**src/rtl/core/bps_pkg.sv**
```systemverilog
// ----------------------------------------------------------------------------
// bps_pkg
// Shared types, register indexes and helpers of the button power sequencer.
// ----------------------------------------------------------------------------
package bps_pkg;

  localparam int unsigned CountWidth = 16;
  localparam int unsigned AddrWidth  = 4;
  localparam int unsigned DataWidth  = 32;

  typedef logic [CountWidth-1:0] count_t;

  // Register indexes, taken from paddr[3:2].
  typedef enum logic [1:0] {
    REG_ON_PRESS      = 2'd0,
    REG_ON_WAIT       = 2'd1,
    REG_RESET_TIMEOUT = 2'd2,
    REG_OFF_PRESS     = 2'd3
  } reg_idx_t;

  localparam count_t OnPressReset      = 16'd100;
  localparam count_t OnWaitReset       = 16'd100;
  localparam count_t ResetTimeoutReset = 16'd5000;
  localparam count_t OffPressReset     = 16'd300;

  typedef enum logic [2:0] {
    PH_IDLE    = 3'd0,
    PH_PRESS   = 3'd1,
    PH_ONWAIT  = 3'd2,
    PH_RSTHIGH = 3'd3,
    PH_RELEASE = 3'd4,
    PH_RUN     = 3'd5,
    PH_RELIDLE = 3'd6
  } phase_t;

  typedef struct packed {
    count_t on_press_ticks;
    count_t on_wait_ticks;
    count_t reset_timeout_ticks;
    count_t off_press_ticks;
  } cfg_t;

  typedef struct packed {
    logic wake_level;
    logic host_reset_level;
    logic force_on;
    logic carrier_on_request;
  } item_t;

  typedef struct packed {
    logic   power_enable_n;
    logic   board_power;
    logic   carrier_power;
    logic   reset_check;
    phase_t phase;
  } result_t;

  // A press count register of zero behaves as one.
  function automatic count_t at_least_one(input count_t v);
    count_t r;
    r = (v == '0) ? count_t'(1) : v;
    return r;
  endfunction

endpackage

```
**src/rtl/core/bps_item_if.sv**
```systemverilog
// ----------------------------------------------------------------------------
// bps_item_if
// Input channel: one sampled tick of the button and host reset pins.
// ----------------------------------------------------------------------------
interface bps_item_if;
  logic valid;
  logic ready;
  logic wake_level;
  logic host_reset_level;
  logic force_on;
  logic carrier_on_request;

  modport source (
    output valid, wake_level, host_reset_level, force_on, carrier_on_request,
    input  ready
  );
  modport sink (
    input  valid, wake_level, host_reset_level, force_on, carrier_on_request,
    output ready
  );
endinterface

```
**src/rtl/core/bps_result_if.sv**
```systemverilog
// ----------------------------------------------------------------------------
// bps_result_if
// Output channel: enable levels and phase after one tick.
// ----------------------------------------------------------------------------
interface bps_result_if;
  logic       valid;
  logic       ready;
  logic       power_enable_n;
  logic       board_power;
  logic       carrier_power;
  logic       reset_check;
  logic [2:0] phase;

  modport source (
    output valid, power_enable_n, board_power, carrier_power, reset_check, phase,
    input  ready
  );
  modport sink (
    input  valid, power_enable_n, board_power, carrier_power, reset_check, phase,
    output ready
  );
endinterface

```
**src/rtl/core/bps_regs.sv**
```systemverilog
// ----------------------------------------------------------------------------
// bps_regs
// APB-style register file holding the four tick counts.
// ----------------------------------------------------------------------------
module bps_regs (
  input  logic                           clk,
  input  logic                           rst,
  input  logic                           psel,
  input  logic                           penable,
  input  logic                           pwrite,
  input  logic [bps_pkg::AddrWidth-1:0]  paddr,
  input  logic [bps_pkg::DataWidth-1:0]  pwdata,
  output logic [bps_pkg::DataWidth-1:0]  prdata,
  output logic                           pready,
  output bps_pkg::cfg_t                  cfg
);

  bps_pkg::reg_idx_t idx;
  logic              wr_en;
  bps_pkg::count_t   wr_val;
  bps_pkg::count_t   rd_val;

  assign idx    = bps_pkg::reg_idx_t'(paddr[3:2]);
  assign pready = 1'b1;
  assign wr_en  = psel && penable && pwrite && pready;
  assign wr_val = pwdata[bps_pkg::CountWidth-1:0];

  always_ff @(posedge clk) begin
    if (rst) begin
      cfg.on_press_ticks      <= bps_pkg::OnPressReset;
      cfg.on_wait_ticks       <= bps_pkg::OnWaitReset;
      cfg.reset_timeout_ticks <= bps_pkg::ResetTimeoutReset;
      cfg.off_press_ticks     <= bps_pkg::OffPressReset;
    end else if (wr_en) begin
      case (idx)
        bps_pkg::REG_ON_PRESS:      cfg.on_press_ticks      <= wr_val;
        bps_pkg::REG_ON_WAIT:       cfg.on_wait_ticks       <= wr_val;
        bps_pkg::REG_RESET_TIMEOUT: cfg.reset_timeout_ticks <= wr_val;
        bps_pkg::REG_OFF_PRESS:     cfg.off_press_ticks     <= wr_val;
        default: ;
      endcase
    end
  end

  always_comb begin
    case (idx)
      bps_pkg::REG_ON_PRESS:      rd_val = cfg.on_press_ticks;
      bps_pkg::REG_ON_WAIT:       rd_val = cfg.on_wait_ticks;
      bps_pkg::REG_RESET_TIMEOUT: rd_val = cfg.reset_timeout_ticks;
      bps_pkg::REG_OFF_PRESS:     rd_val = cfg.off_press_ticks;
      default:                    rd_val = '0;
    endcase
  end

  assign prdata = {{(bps_pkg::DataWidth-bps_pkg::CountWidth){1'b0}}, rd_val};

endmodule

```
**src/rtl/core/bps_seq.sv**
```systemverilog
// ----------------------------------------------------------------------------
// bps_seq
// Phase state machine with wait and press counters, advanced one tick per step.
// ----------------------------------------------------------------------------
module bps_seq (
  input  logic             clk,
  input  logic             rst,
  input  logic             step,
  input  bps_pkg::item_t   item,
  input  bps_pkg::cfg_t    cfg,
  output bps_pkg::result_t result_next
);

  bps_pkg::phase_t phase, phase_next;
  bps_pkg::count_t wait_count, wait_count_next;
  bps_pkg::count_t press_count, press_count_next;
  logic            enable_pin, enable_pin_next;
  logic            board_on, board_on_next;
  logic            carrier_on, carrier_on_next;
  logic            check_flag, check_flag_next;
  logic            pressed;
  logic            reset_low;

  always_ff @(posedge clk) begin
    if (rst) begin
      phase       <= bps_pkg::PH_IDLE;
      wait_count  <= '0;
      press_count <= '0;
      enable_pin  <= 1'b1;
      board_on    <= 1'b0;
      carrier_on  <= 1'b0;
      check_flag  <= 1'b0;
    end else if (step) begin
      phase       <= phase_next;
      wait_count  <= wait_count_next;
      press_count <= press_count_next;
      enable_pin  <= enable_pin_next;
      board_on    <= board_on_next;
      carrier_on  <= carrier_on_next;
      check_flag  <= check_flag_next;
    end
  end

  assign pressed   = !item.wake_level;
  assign reset_low = !item.host_reset_level;

  always_comb begin
    phase_next       = phase;
    wait_count_next  = wait_count;
    press_count_next = press_count;
    enable_pin_next  = enable_pin;
    board_on_next    = board_on;
    check_flag_next  = check_flag;
    // The carrier request is applied before the phase logic, which may clear it.
    carrier_on_next  = carrier_on | item.carrier_on_request;

    if (item.force_on) begin
      wait_count_next = cfg.on_wait_ticks;
      phase_next      = bps_pkg::PH_ONWAIT;
      board_on_next   = 1'b1;
    end else begin
      case (phase)
        bps_pkg::PH_IDLE: begin
          phase_next       = bps_pkg::PH_PRESS;
          enable_pin_next  = 1'b1;
          wait_count_next  = cfg.on_wait_ticks;
          press_count_next = bps_pkg::at_least_one(cfg.on_press_ticks);
        end
        bps_pkg::PH_PRESS: begin
          if (pressed) begin
            if (press_count != '0) begin
              press_count_next = press_count - 1'b1;
              if (press_count == bps_pkg::count_t'(1)) begin
                wait_count_next = cfg.on_wait_ticks;
                phase_next      = bps_pkg::PH_ONWAIT;
                board_on_next   = 1'b1;
              end
            end
          end else begin
            wait_count_next  = cfg.on_wait_ticks;
            press_count_next = bps_pkg::at_least_one(cfg.on_press_ticks);
          end
        end
        bps_pkg::PH_ONWAIT: begin
          if (wait_count != '0) begin
            wait_count_next = wait_count - 1'b1;
          end else begin
            enable_pin_next = 1'b0;
            check_flag_next = 1'b1;
            phase_next      = bps_pkg::PH_RSTHIGH;
            wait_count_next = cfg.reset_timeout_ticks;
          end
        end
        bps_pkg::PH_RSTHIGH: begin
          if (reset_low) begin
            if (wait_count != '0) begin
              wait_count_next = wait_count - 1'b1;
            end else begin
              // Timeout: carrier power and the check flag stay as they are.
              enable_pin_next = 1'b1;
              board_on_next   = 1'b0;
              phase_next      = bps_pkg::PH_RELIDLE;
            end
          end else begin
            phase_next = bps_pkg::PH_RELEASE;
          end
        end
        bps_pkg::PH_RELEASE: begin
          if (!pressed) begin
            press_count_next = bps_pkg::at_least_one(cfg.off_press_ticks);
            phase_next       = bps_pkg::PH_RUN;
          end
        end
        bps_pkg::PH_RUN: begin
          if (pressed) begin
            if (press_count <= bps_pkg::count_t'(1)) begin
              press_count_next = '0;
              check_flag_next  = 1'b0;
              enable_pin_next  = 1'b1;
              carrier_on_next  = 1'b0;
              board_on_next    = 1'b0;
              phase_next       = bps_pkg::PH_RELIDLE;
            end else begin
              press_count_next = press_count - 1'b1;
            end
          end else begin
            press_count_next = bps_pkg::at_least_one(cfg.off_press_ticks);
          end
          // A low host reset overrides the press outcome and drops to idle.
          if (reset_low) begin
            check_flag_next = 1'b0;
            carrier_on_next = 1'b0;
            board_on_next   = 1'b0;
            phase_next      = bps_pkg::PH_IDLE;
          end
        end
        bps_pkg::PH_RELIDLE: begin
          if (!pressed) begin
            phase_next = bps_pkg::PH_IDLE;
          end
        end
        default: begin
          phase_next = bps_pkg::PH_IDLE;
        end
      endcase
    end
  end

  assign result_next.power_enable_n = enable_pin_next;
  assign result_next.board_power    = board_on_next;
  assign result_next.carrier_power  = carrier_on_next;
  assign result_next.reset_check    = check_flag_next;
  assign result_next.phase          = phase_next;

endmodule

```
**src/rtl/core/button_power_sequencer.sv**
```systemverilog
// ----------------------------------------------------------------------------
// button_power_sequencer
// Wake-button power sequencer with input register and output register.
// ----------------------------------------------------------------------------
// Usage: each transfer on the item channel is one sampled tick of the wake
// button, host reset pin, forced power-on and carrier request. For every tick
// one transfer leaves on the result channel with the enable levels and the
// phase as they stand after that tick.
// An accepted tick enters the input register and moves into the result register
// once that register is free; result.valid is high from then on. Throughput is
// one tick per cycle while the receiver does not stall; the phase logic and
// the 16-bit counters settle within the single stage between the two registers.
// The count registers sit on the APB-style port and should only be written
// while no tick is in flight.
// Reset clears the phase to idle, both counters to zero, power enable high
// and all supplies off, and loads the count registers with their defaults.
// When the receiver stalls, the result register holds its transfer and the
// input register takes one more tick; after that item.ready goes low.
// ----------------------------------------------------------------------------
module button_power_sequencer (
  input  logic                          clk,
  input  logic                          rst,
  bps_item_if.sink                      item,
  bps_result_if.source                  result,
  input  logic                          psel,
  input  logic                          penable,
  input  logic                          pwrite,
  input  logic [bps_pkg::AddrWidth-1:0] paddr,
  input  logic [bps_pkg::DataWidth-1:0] pwdata,
  output logic [bps_pkg::DataWidth-1:0] prdata,
  output logic                          pready
);

  bps_pkg::cfg_t    cfg;
  bps_pkg::item_t   in_data;
  logic             in_valid;
  bps_pkg::result_t res_next;
  bps_pkg::result_t out_data;
  logic             out_valid;
  logic             step;
  logic             item_take;

  bps_regs u_regs (
    .clk     (clk),
    .rst     (rst),
    .psel    (psel),
    .penable (penable),
    .pwrite  (pwrite),
    .paddr   (paddr),
    .pwdata  (pwdata),
    .prdata  (prdata),
    .pready  (pready),
    .cfg     (cfg)
  );

  // The sequencer advances whenever the held tick can move into a free
  // result register.
  assign step       = in_valid && (!out_valid || result.ready);
  assign item.ready = !in_valid || step;
  assign item_take  = item.valid && item.ready;

  always_ff @(posedge clk) begin
    if (rst) begin
      in_valid <= 1'b0;
    end else if (item_take) begin
      in_valid <= 1'b1;
    end else if (step) begin
      in_valid <= 1'b0;
    end
  end

  always_ff @(posedge clk) begin
    if (item_take) begin
      in_data.wake_level         <= item.wake_level;
      in_data.host_reset_level   <= item.host_reset_level;
      in_data.force_on           <= item.force_on;
      in_data.carrier_on_request <= item.carrier_on_request;
    end
  end

  bps_seq u_seq (
    .clk         (clk),
    .rst         (rst),
    .step        (step),
    .item        (in_data),
    .cfg         (cfg),
    .result_next (res_next)
  );

  always_ff @(posedge clk) begin
    if (rst) begin
      out_valid <= 1'b0;
    end else if (step) begin
      out_valid <= 1'b1;
    end else if (result.ready) begin
      out_valid <= 1'b0;
    end
  end

  always_ff @(posedge clk) begin
    if (step) begin
      out_data <= res_next;
    end
  end

  assign result.valid          = out_valid;
  assign result.power_enable_n = out_data.power_enable_n;
  assign result.board_power    = out_data.board_power;
  assign result.carrier_power  = out_data.carrier_power;
  assign result.reset_check    = out_data.reset_check;
  assign result.phase          = out_data.phase;

endmodule

```
**src/flat_wrapper.sv**
```systemverilog
// flat-port wrapper written by rule: the top's interface ports become plain ports
module button_power_sequencer_flat 
  (clk, rst, psel, penable, pwrite, paddr, pwdata, prdata, pready, item_valid, item_wake_level, item_host_reset_level, item_force_on, item_carrier_on_request, item_ready, result_valid, result_power_enable_n, result_board_power, result_carrier_power, result_reset_check, result_phase, result_ready);
  bps_item_if item_i ();
  bps_result_if result_i ();
  input  logic clk;
  input  logic rst;
  input  logic psel;
  input  logic penable;
  input  logic pwrite;
  input  logic [bps_pkg::AddrWidth-1:0] paddr;
  input  logic [bps_pkg::DataWidth-1:0] pwdata;
  output logic [bps_pkg::DataWidth-1:0] prdata;
  output logic pready;
  input wire logic [$bits(item_i.valid)-1:0] item_valid;
  input wire logic [$bits(item_i.wake_level)-1:0] item_wake_level;
  input wire logic [$bits(item_i.host_reset_level)-1:0] item_host_reset_level;
  input wire logic [$bits(item_i.force_on)-1:0] item_force_on;
  input wire logic [$bits(item_i.carrier_on_request)-1:0] item_carrier_on_request;
  output wire logic [$bits(item_i.ready)-1:0] item_ready;
  output wire logic [$bits(result_i.valid)-1:0] result_valid;
  output wire logic [$bits(result_i.power_enable_n)-1:0] result_power_enable_n;
  output wire logic [$bits(result_i.board_power)-1:0] result_board_power;
  output wire logic [$bits(result_i.carrier_power)-1:0] result_carrier_power;
  output wire logic [$bits(result_i.reset_check)-1:0] result_reset_check;
  output wire logic [$bits(result_i.phase)-1:0] result_phase;
  input wire logic [$bits(result_i.ready)-1:0] result_ready;
  assign item_i.valid = item_valid;
  assign item_i.wake_level = item_wake_level;
  assign item_i.host_reset_level = item_host_reset_level;
  assign item_i.force_on = item_force_on;
  assign item_i.carrier_on_request = item_carrier_on_request;
  assign item_ready = item_i.ready;
  assign result_valid = result_i.valid;
  assign result_power_enable_n = result_i.power_enable_n;
  assign result_board_power = result_i.board_power;
  assign result_carrier_power = result_i.carrier_power;
  assign result_reset_check = result_i.reset_check;
  assign result_phase = result_i.phase;
  assign result_i.ready = result_ready;
  button_power_sequencer u_core (.clk(clk), .rst(rst), .item(item_i), .result(result_i), .psel(psel), .penable(penable), .pwrite(pwrite), .paddr(paddr), .pwdata(pwdata), .prdata(prdata), .pready(pready));
endmodule
```
**config.mk**
```make
export PLATFORM = sky130hd
export DESIGN_NAME = button_power_sequencer_flat
export DESIGN_NICKNAME = d
export VERILOG_FILES = /design/src/rtl/core/bps_pkg.sv /design/src/rtl/core/bps_item_if.sv /design/src/rtl/core/bps_result_if.sv /design/src/rtl/core/bps_regs.sv /design/src/rtl/core/bps_seq.sv /design/src/rtl/core/button_power_sequencer.sv /design/src/flat_wrapper.sv
export SDC_FILE = /design/constraint.sdc
export NUM_CORES = 1
export LEC_CHECK = 0
export BUFFER_PORTS_ARGS = -buffer_cell sky130_fd_sc_hd__buf_2
export CORE_MARGIN = 8
export CORE_UTILIZATION = 53
export DETAILED_ROUTE_END_ITERATION = 7
export GPL_TIMING_DRIVEN = 0
export PLACE_DENSITY = 0.88
export RECOVER_POWER = 25
export SETUP_SLACK_MARGIN = 0.05
export SYNTH_ARGS = -nofsm -noshare
export SYNTH_HDL_FRONTEND = slang
export SYNTH_SLANG_ARGS = --single-unit
```
**constraint.sdc**
```tcl
create_clock -name clk -period 2.5 [get_ports clk]
set_clock_uncertainty 0.15 [all_clocks]
set_input_delay 0 -clock clk [delete_from_list [all_inputs] [get_ports clk]]
set_output_delay 0 -clock clk [all_outputs]
set_load 0.005 [all_outputs]
```
==> metrics.cfg <==
[grt]
grt_remaining_overflow = 0
grt.total_usage_pct = 27.96
antenna_found_initial = 0
grt_pass1_vias = 6839
grt_pass1_wl_mm = 35.90
grt_max_degree = 17

[pwr]
total_power_mw = 5.373
peakVddDrop_mv = 0.5476
pwr-share-seq_pct = 37.1
comb_power_share_pct = 16.3
cellLeakagePower_nw = 3.159
p_int_mw = 3.931
switching_share_pct = 26.83
p_switching_mw = 1.442
p_clk_share_pct = 46.5
power.density_mw_per_mm2 = 636.6

[clocking]
cts_buffers = 17
clk_latency_ns = 0.42
ctsLongestPathBuffers = 2
cts_tree = done
clock-root-buffer = clkbuf_16
cts.sinks = 116
cts.clk_slew.worst_paths_ns = 0.06
htree_num_levels = 4

[flow_run]
max-cap-violations = 0

[floorplanning]
initial_core_util_pct = 54.56
num_rows = 40
die_h_um = 127.4
die_w_um = 127.4
core-area_mm2 = 0.01206
dieArea_mm2 = 0.01624
io-pin-count = 89

[routing]
ant_nets = 0
wire_per_inst_um = 21.13
drc = 0
top_layer = met4
drtIter0Drc = 1197
dr.pass1.iters = 8
wl_mm = 23.88
route.met3.wl_mm = 3.094
routed-wl-met2_mm = 10.70
wl_met1_mm = 8.663
vias_per_cell = 6.556
vias = 7408

[synth]
synth_most_common_cell = nand2_1
netlist_instances = 823
syn_area_mm2 = 0.006581
yosys-top-cells-area = dfxtp_1 32%, nand2_1 9.2%, a21oi_1 7.1%, mux4_2 5.5%, edfxtp_1 5.0%
synth_common_cells = 161 x nand2_1, 105 x dfxtp_1, 93 x a21oi_1
synthArstFlopShare_pct = 0
ys_seq_area_share_pct = 36.96
ys_warn_count = 0
synth_cell_types = 77
ys_ff_latch = 116
syn_area_per_cell_um2 = 7.997
synth_area_leader_cell = dfxtp_1
synth_enable_flop_cells = 11
synth_top_area_share_pct = 31.94
ys.flop_type = dfxtp_1

[placed_design]
dp_hpwl_mm = 15.31
gp_congestion = 0.9787
dpl_cell_area_mm2 = 0.007108
port_buffers = 52
dpl.cell_count = 1058

[critical_path]
arrival_ns = 2.60
startpoint_type = flop
r2r-start = u_core.u_seq.press_count[0]$_SDFFE_PP0P_
crit_start = u_core.u_seq.press_count[0]$_SDFFE_PP0P_
crit_path_max_fanout = 6
critPathRequiredTime_ns = 2.62
path_class = flop to flop
cp-end-kind = flop

[final_layout]
finalNetCount = 1001
post-route-cell-area_mm2 = 0.008441
syn_to_final_growth_pct = 28.25
antenna_cells = 0
final_cells = 1130
drive_gt1_share_pct = 22.66
fillers = 881

[timing]
hold-worst-slack_ns = 0.05591
min_period_ns = 2.479
rsz0062_at_grt = yes
slew-limit-headroom_pct = 40.66
setup_viol = 0
finalHoldViolations = 0
final-max-slew-violation-count = 0
fin_setup_tns_ns = 0
worstMarginPinSlew_ns = 0.8901
fin_crit_sh_pct = 99.17
fmax_mhz = 403.3

[hold_path]
min_path_type = primary input to flop
worstHoldStart = rst

[outcome]
status = complete, no violations

-- worst max-delay path, cell delays in order (launching register included) --
cell and delay [ns]:
dfxtp_4 0.36, or4_4 0.53, or4_4 0.56, or4_1 0.54
mux2i_1 0.14, nor4_1 0.06
-- metal layers --
| layer | vias to the layer above | global-route usage [%] |
|---|---|---|
| met3 | 147 | 7.612 |
| met2 | 621 | 44.92 |
| met5 | - | 0 |
| met1 | 3408 | 33.55 |
| met4 | 0 | 14.77 |
| li1 | 3232 | - |
-- flip-flops by register name, summed over array words and instances, names as in the netlist --
name	count
u_core.u_regs.cfg	64
u_core.u_seq.press_count	16
u_core.u_seq.wait_count	16
u_core.in_data	4
u_core.result.phase	3
u_core.u_seq.phase	3
u_core.in_valid	1
u_core.result.board_power	1
u_core.result.carrier_power	1
u_core.result.power_enable_n	1
u_core.result.reset_check	1
u_core.result.valid	1
u_core.u_seq.board_on	1
u_core.u_seq.carrier_on	1
u_core.u_seq.check_flag	1
u_core.u_seq.enable_pin	1
-- power groups by stage --
stage / clock network, mW / logic (mW) / registers [mW]
2_1_floorplan: 0 / 0.486 / 2.00
3_3_place_gp: 0 / 0.666 / 2.02
3_5_place_dp: 0 / 0.681 / 2.02
4_1_cts: 2.48 / 0.766 / 1.99
5_1_grt: 2.57 / 0.934 / 2.00
6_report: 2.50 / 0.877 / 2.00
-- metrics by stage --
stage                     worst slack, ns  util (%)
after floorplan                   0.08660         -
after detailed placement          -0.4089     58.93
after CTS                         0.05022     67.25
after global routing             -0.02572     69.98
final                             0.02064     69.98
after global placement            -0.3383     58.93
-- worst paths after layout --
path	to	slack [ns]	depth (start not counted)
setup / recovery	u_core.u_seq.press_count[11]$_SDFFE_PP0P_	0.02	5
hold / removal	u_core.u_seq.wait_count[13]$_SDFFE_PP0P_	0.06	3
setup reg to reg	u_core.u_seq.press_count[11]$_SDFFE_PP0P_	0.02	5
hold reg to reg	u_core.u_regs.cfg[27]$_SDFFE_PP0P_	0.32	2
-- final cells by class --
cell class / instances / area (µm²) / area share (%)
Timing Repair Buffer: 98 / 696.9 / 8.257
Clock inverter: 7 / 93.84 / 1.112
Tap cell: 168 / 210.2 / 2.490
Multi-Input combinational cell: 638 / 4004 / 47.44
Sequential cell: 116 / 2446 / 28.98
Clock buffer: 23 / 510.5 / 6.048
Buffer: 69 / 437.9 / 5.188
Inverter: 11 / 41.29 / 0.4892
-- logic make-up (layout without fill, tap and decap cells) --
| group | Yosys count | in the layout | synth area share, % |
|---|---|---|---|
| simple gates | 367 | 368 | 27.24 |
| other cells | 2 | 17 | 0.1141 |
| compound gates | 228 | 228 | 21.71 |
| buf+inv | 85 | 208 | 7.015 |
| fa+ha+maj | 3 | 3 | 0.5704 |
| flops | 116 | 116 | 36.96 |
| xor+xnor | 1 | 1 | 0.1331 |
| mux | 21 | 21 | 6.255 |
-- repair_timing --
action,4_1_cts,5_1_grt
hold buffers,27,0
pin swaps,5,18
gates resized for setup,31,61
endpoints found under the hold margin,74,0
buffers inserted,3,15
setup endpoints to repair,42,41
gates cloned,0,2
-- cells in the final DEF (no fill, tap or decap), types with 5 or more instances in the layout --
cell type and instances:
dlygate4sd3_1 27, nor2b_1 5, nand3_1 5, nand2_1 160, or4_4 7, dfxtp_1 98
a22oi_1 13, buf_4 35, nand2b_1 9, nand3b_1 21, a311oi_1 5, nor4_1 13
or3_1 5, o21ai_0 37, buf_2 47, clkbuf_16 20, or4_1 5, inv_1 8
edfxtp_1 11, clkbuf_8 5, a21oi_1 92, a211oi_1 6, buf_6 5, o211ai_1 6
nor2_1 68, a22o_2 5, nor3_1 22, a31oi_1 6, a21o_1 5, conb_1 17
dfxtp_2 5, clkbuf_2 6, clkbuf_1 39, mux4_2 16
No activity file was read; power rests on OpenSTA's default activity.
